File: config.mk
export PLATFORM = sky130hd
export DESIGN_NAME = fhita_slot_unit
export DESIGN_NICKNAME = d
export VERILOG_FILES = /design/src/hdl/fhita_pkg.sv /design/src/hdl/fhita_slot_unit.sv
export SDC_FILE = /design/constraint.sdc
export NUM_CORES = 1
export LEC_CHECK = 0
export ABC_CLOCK_PERIOD_IN_PS = 7900
export BUFFER_PORTS_ARGS = -buffer_cell sky130_fd_sc_hd__buf_2
export CORE_MARGIN = 3
export CORE_UTILIZATION = 56
export CTS_CLUSTER_DIAMETER = 30
export DETAILED_ROUTE_END_ITERATION = 12
export PLACE_DENSITY = 0.79
export SETUP_SLACK_MARGIN = 0.5
export SKIP_CTS_REPAIR_TIMING = 1
export SLEW_MARGIN = 15
export SYNTH_ARGS = -nofsm -noshare
export SYNTH_HDL_FRONTEND = slang
export SYNTH_SLANG_ARGS = --single-unit
File: constraint.sdc
create_clock -name clock -period 7.9 [get_ports clock]
set_input_delay 1.58 -clock clock [delete_from_list [all_inputs] [get_ports clock]]
set_output_delay 1.58 -clock clock [all_outputs]
set_load 0.02 [all_outputs]
File: src/hdl/fhita_pkg.sv
// shared types and constants for the flow hard and idle timeout aging block
`default_nettype none
package fhita_pkg;
   localparam int FlowsDefault = 64;
   localparam int TimeW = 48;
   localparam int SecW = 16;
   localparam int SlotW = 16;
   localparam logic [9:0] MsPerS = 10'd1000;

   localparam logic [1:0] OP_ADD = 2'd0;
   localparam logic [1:0] OP_TOUCH = 2'd1;
   localparam logic [1:0] OP_REMOVE = 2'd2;
   localparam logic [1:0] OP_TICK = 2'd3;

   localparam logic [2:0] EV_ACCEPTED = 3'd0;
   localparam logic [2:0] EV_REJECTED = 3'd1;
   localparam logic [2:0] EV_HARD = 3'd2;
   localparam logic [2:0] EV_IDLE = 3'd3;
   localparam logic [2:0] EV_TICK_DONE = 3'd4;

   localparam logic REG_SLOT = 1'b0;
   localparam logic REG_MAX = 1'b1;

   typedef struct packed {
      logic start;
      logic [TimeW-1:0] base;
      logic [SecW-1:0] secs;
   } slot_req_type;

   typedef struct packed {
      logic done;
      logic [TimeW-1:0] value;
   } slot_rsp_type;
endpackage
`default_nettype wire

File: src/hdl/fhita_slot_unit.sv
// deadline unit: base plus seconds, rounded up to the slot length by serial remainder
`default_nettype none
module fhita_slot_unit (
   input wire logic clock,
   input wire logic reset,
   input wire logic [fhita_pkg::SlotW-1:0] slot_length,
   input wire fhita_pkg::slot_req_type req,
   output fhita_pkg::slot_rsp_type rsp
);
   import fhita_pkg::*;

   localparam int SumW = TimeW + 1;
   localparam int CntW = $clog2(SumW + 1);

   typedef enum logic [1:0] {U_IDLE, U_DIV, U_FIX} ustate_type;

   ustate_type state_ff, state_in;
   logic [SumW-1:0] sum_ff, sum_in;
   logic [SlotW-1:0] slot_ff, slot_in;
   logic [SlotW:0] rem_ff, rem_in;
   logic [CntW-1:0] cnt_ff, cnt_in;
   logic done_ff, done_in;
   logic [TimeW-1:0] val_ff, val_in;

   logic [SlotW:0] shifted;
   logic [SumW-1:0] fixed;

   always_comb begin
      state_in = state_ff;
      sum_in = sum_ff;
      slot_in = slot_ff;
      rem_in = rem_ff;
      cnt_in = cnt_ff;
      done_in = 1'b0;
      val_in = val_ff;
      shifted = {rem_ff[SlotW-1:0], sum_ff[cnt_ff[CntW-1:0] - CntW'(1)]};
      fixed = sum_ff;
      unique case (state_ff)
         U_IDLE: begin
            if (req.start) begin
               sum_in = SumW'(req.base) + SumW'(req.secs) * SumW'(MsPerS);
               slot_in = (slot_length == '0) ? SlotW'(1) : slot_length;
               rem_in = '0;
               cnt_in = CntW'(SumW);
               state_in = U_DIV;
            end
         end
         U_DIV: begin
            rem_in = (shifted >= {1'b0, slot_ff}) ? shifted - {1'b0, slot_ff} : shifted;
            cnt_in = cnt_ff - CntW'(1);
            if (cnt_ff == CntW'(1)) state_in = U_FIX;
         end
         U_FIX: begin
            if (rem_ff != '0) fixed = sum_ff + SumW'(slot_ff) - SumW'(rem_ff);
            val_in = fixed[SumW-1] ? {TimeW{1'b1}} : fixed[TimeW-1:0];
            done_in = 1'b1;
            state_in = U_IDLE;
         end
         default: state_in = U_IDLE;
      endcase
   end

   always_ff @(posedge clock) begin
      if (reset) begin
         state_ff <= U_IDLE;
         done_ff <= 1'b0;
      end else begin
         state_ff <= state_in;
         done_ff <= done_in;
      end
      sum_ff <= sum_in;
      slot_ff <= slot_in;
      rem_ff <= rem_in;
      cnt_ff <= cnt_in;
      val_ff <= val_in;
   end

   assign rsp.done = done_ff;
   assign rsp.value = val_ff;
endmodule
`default_nettype wire

==> impl_metrics.csv <==
group,metric,value,unit
clock_network,clkSinkCount,139,
detailed_routing,vias_per_cell,5.83,
clock_network,path_clk_slew,0.07,ns
power_and_ir_drop,p_switching,3310,uW
power_and_ir_drop,power,7150,uW
clock_network,cts_tree,"built",
sta,fin_ws,0.671,ns
synthesis,yosysTopAreaCell,"edfxtp_1",
critical_path,arrival,7.42,ns
critical_path,crit_path_start_kind,"input port",
sta,slew_headroom,28.4,%
sta,drv_slew,0,
run_status,status,"finished, final reports clean",
power_and_ir_drop,swShare,46.3,%
synthesis,synth_seq_cells,139,
synthesis,yosys.area.top_type_share,29.0,%
critical_path,crit_start,"req[1]",
sta,fmax,0.138,GHz
floorplan,coreArea,24500,um2
sta,finalSetupTns,0,ns
floorplan,boundaryPins,132,
floorplan,die-area,27000,um2
sta,setup_viol,0,
clock_network,cts_root_buffer,"clkbuf_16",
detailed_routing,wl,33400,um
place,hpwlAfterDp,25800,um
critical_path,worstSetupPathType,"input port to register",
detailed_routing,top_layer,"met5",
synthesis,syn_nets,1787,
sta,rsz0062_at_grt,"true",
detailed_routing,drc,0,
detailed_routing,wl_met1,14100,um
synthesis,synth_area,14100,um2
synthesis,synth.yosys.warnings,0,
clock_network,numCtsBuffers,17,
floorplan,rows,57,
detailed_routing,met3_length,2360,um
critical_path,cp_max_fo,5,
synthesis,synth_edf_count,136,
power_and_ir_drop,powerDensity,454,nW/um2
detailed_routing,ant_nets,0,
synthesis,netlist_instances,1484,
worst_hold_path,min_from,"cnt_ff[5]",
synthesis,synth_cell_type_count,78,
detailed_routing,drt-initial-drc-count,859,
sta,worst_slew_pin_slew,1.07,ns
power_and_ir_drop,sequentialPowerShare,16.8,%
sta,layout_worst_path_cycle_share,91.5,%
clock_network,cts_buffer_depth,2,
worst_hold_path,hold_class,"register to register",
global_routing,grt_pass1_vias,10950,
power_and_ir_drop,power_frac_comb,72.2,%
sta,finalHoldViolCount,0,
detailed_routing,via_count,11277,
place,placedCellCount,1893,
cells_and_area,nets,1898,
clock_network,htree_levels,4,
power_and_ir_drop,vdd_drop_max,0.303,mV
cells_and_area,syn_to_final_growth,12.1,%
power_and_ir_drop,clockPowerShare,11.0,%
place,port_buffers,131,
cells_and_area,fin_cells,1933,
clock_network,insertion_delay,0.44,ns
global_routing,grt_max_degree,68,
place,dp_slack,-0.233,ns
synthesis,ys_seq_area_share,29.5,%
place,gp_congestion,0.932,
sta,finalCriticalPeriod,7.23,ns
floorplan,fp.dieH,164,um
critical_path,end_kind,"register",
floorplan,dieWidth,164,um
global_routing,grt_pass1_wl,53700,um
synthesis,ys.flop_type,"edfxtp_1",
floorplan,initial_utilization,57.5,%
detailed_routing,dr.pass1.iters,6,
cells_and_area,drive_above_1_share,15.3,%
critical_path,cp.required,8.09,ns
cells_and_area,fin_util,64.4,%
critical_path,regToRegStartpoint,"cnt_ff[1]",
synthesis,synth_area_leaders,"edfxtp_1, ha_1, fa_1",
global_routing,track_usage,25.0,%
sta,clock_skew,0.0140,ns
run,maxCapViolations,0,
detailed_routing,wl_per_cell,17.3,um
power_and_ir_drop,intPower,3840,uW
global_routing,antenna_found_initial,2,
detailed_routing,routed-wl-met2,16100,um
global_routing,grt-ovfl-total,0,
synthesis,async_reset_ff_share,0,%
power_and_ir_drop,power_leakage,0.00713,uW
synthesis,syn_area_per_cell,9.47,um2
-- flip-flops by register name, summed over array words and instances (netlist names) --
register  count
sum_ff       49
val_ff       48
rem_ff       17
cnt_ff        6
slot_ff      16
done_ff       1
state_ff      2
-- power groups by stage --
stage	logic (uW)	registers [uW]	clock network, uW
global route	5770	1210	825
finish	5160	1200	786
detailed placement	4840	1210	0
floorplan	3860	1170	0
global placement	4720	1210	0
CTS	4890	1200	792
-- placed cells by master, fill, tap and decap left out, drive strengths merged, types with 16 or more instances in the layout --
cell type	synthesis	layout
xnor2	62	62
nand2	126	126
inv	202	212
edfxtp	136	136
o211ai	45	45
nor2	86	86
nand2b	20	20
xor2	47	47
nand4	18	18
a21oi	82	82
fa	72	72
a21o	46	46
nor3	24	24
and3	20	20
o21a	22	22
nor2b	24	24
mux4	16	16
nand3	32	32
o21ai	47	47
clkbuf	50	17
buf	12	154
ha	148	148
-- cells by family (layout without fill, tap and decap cells) --
| group | after synthesis | after routing | synth area share, % |
|---|---|---|---|
| AOI/OAI and AO/OA | 337 | 337 | 16.4 |
| DFF | 139 | 139 | 29.5 |
| other | 0 | 1 | 0 |
| adders and majority gates | 220 | 220 | 23.4 |
| and+or+nand+nor | 389 | 389 | 13.3 |
| buffers and inverters | 264 | 388 | 7.27 |
| xor gates and xnor gates | 109 | 109 | 6.84 |
| muxes | 26 | 26 | 3.28 |
-- routing by layer --
metal	global-route usage, %	vias up
li1	-	5462
met1	32.9	5329
met2	42.4	419
met3	3.79	63
met4	8.39	4
met5	0	-
-- final cells by class --
type / count / area [um2]
Antenna cell: 1 / 2.50
Clock inverter: 15 / 145
Timing Repair Buffer: 154 / 828
Multi-Input combinational cell: 1081 / 9050
Tap cell: 324 / 405
Inverter: 202 / 758
Sequential cell: 139 / 4140
Clock buffer: 17 / 425
Fill cell: 1935 / 8710
-- stage by stage --
| stage | hold WS (ns) | cell area [um2] |
|---|---|---|
| after global routing | 0.652 | 15800 |
| final | 0.635 | 15800 |
| after detailed placement | 0.607 | 15000 |
| after floorplan | 0.538 | 14100 |
| after CTS | 0.626 | 15600 |
| after global placement | 0.593 | 15000 |
-- final timing paths --
path	endpoint	slack, ns	cells after the start
worst min-delay path	cnt_ff[5]	0.63	2
worst min register to register	cnt_ff[5]	0.63	2
worst max-delay path	sum_ff[47]	0.67	24
worst max register to register	rem_ff[16]	2.34	18
-- cells in the mapped netlist (6+ instances only) --
| cell type | n |
|---|---|
| inv_1 | 202 |
| ha_1 | 148 |
| edfxtp_1 | 136 |
| nand2_1 | 125 |
| nor2_1 | 85 |
| a21oi_1 | 81 |
| fa_1 | 72 |
| xnor2_1 | 61 |
| clkbuf_1 | 50 |
| xor2_1 | 47 |
| a21o_1 | 46 |
| o211ai_1 | 45 |
| o21ai_0 | 42 |
| nand3_1 | 32 |
| nor2b_1 | 24 |
| nor3_1 | 24 |
| o21a_1 | 22 |
| and3_1 | 20 |
| nand2b_1 | 20 |
| nand4_1 | 18 |
| mux4_2 | 16 |
| a211oi_1 | 13 |
| o21bai_1 | 11 |
| or3_1 | 10 |
| a31oi_1 | 9 |
| mux2i_1 | 9 |
| a211o_1 | 7 |
| buf_2 | 7 |
| nor4_1 | 7 |
| o31ai_1 | 6 |
-- worst max-delay path: stages --
cell      delay, ns
buf_2          0.14
inv_1          0.10
fa_1           0.52
fa_1           0.54
fa_1           0.43
fa_1           0.51
inv_1          0.04
ha_1           0.32
o21ai_0        0.20
nand2b_1       0.10
a21oi_2        0.19
nor3b_2        0.08
o41a_1         0.36
a211o_1        0.27
o211ai_1       0.15
xnor2_1        0.15
ha_1           0.37
a21o_1         0.19
a21oi_2        0.16
nor3b_4        0.24
a211oi_2       0.11
o22a_2         0.27
and4_1         0.23
xor2_1         0.15
Note: power is estimated with default switching activity, not from simulation.
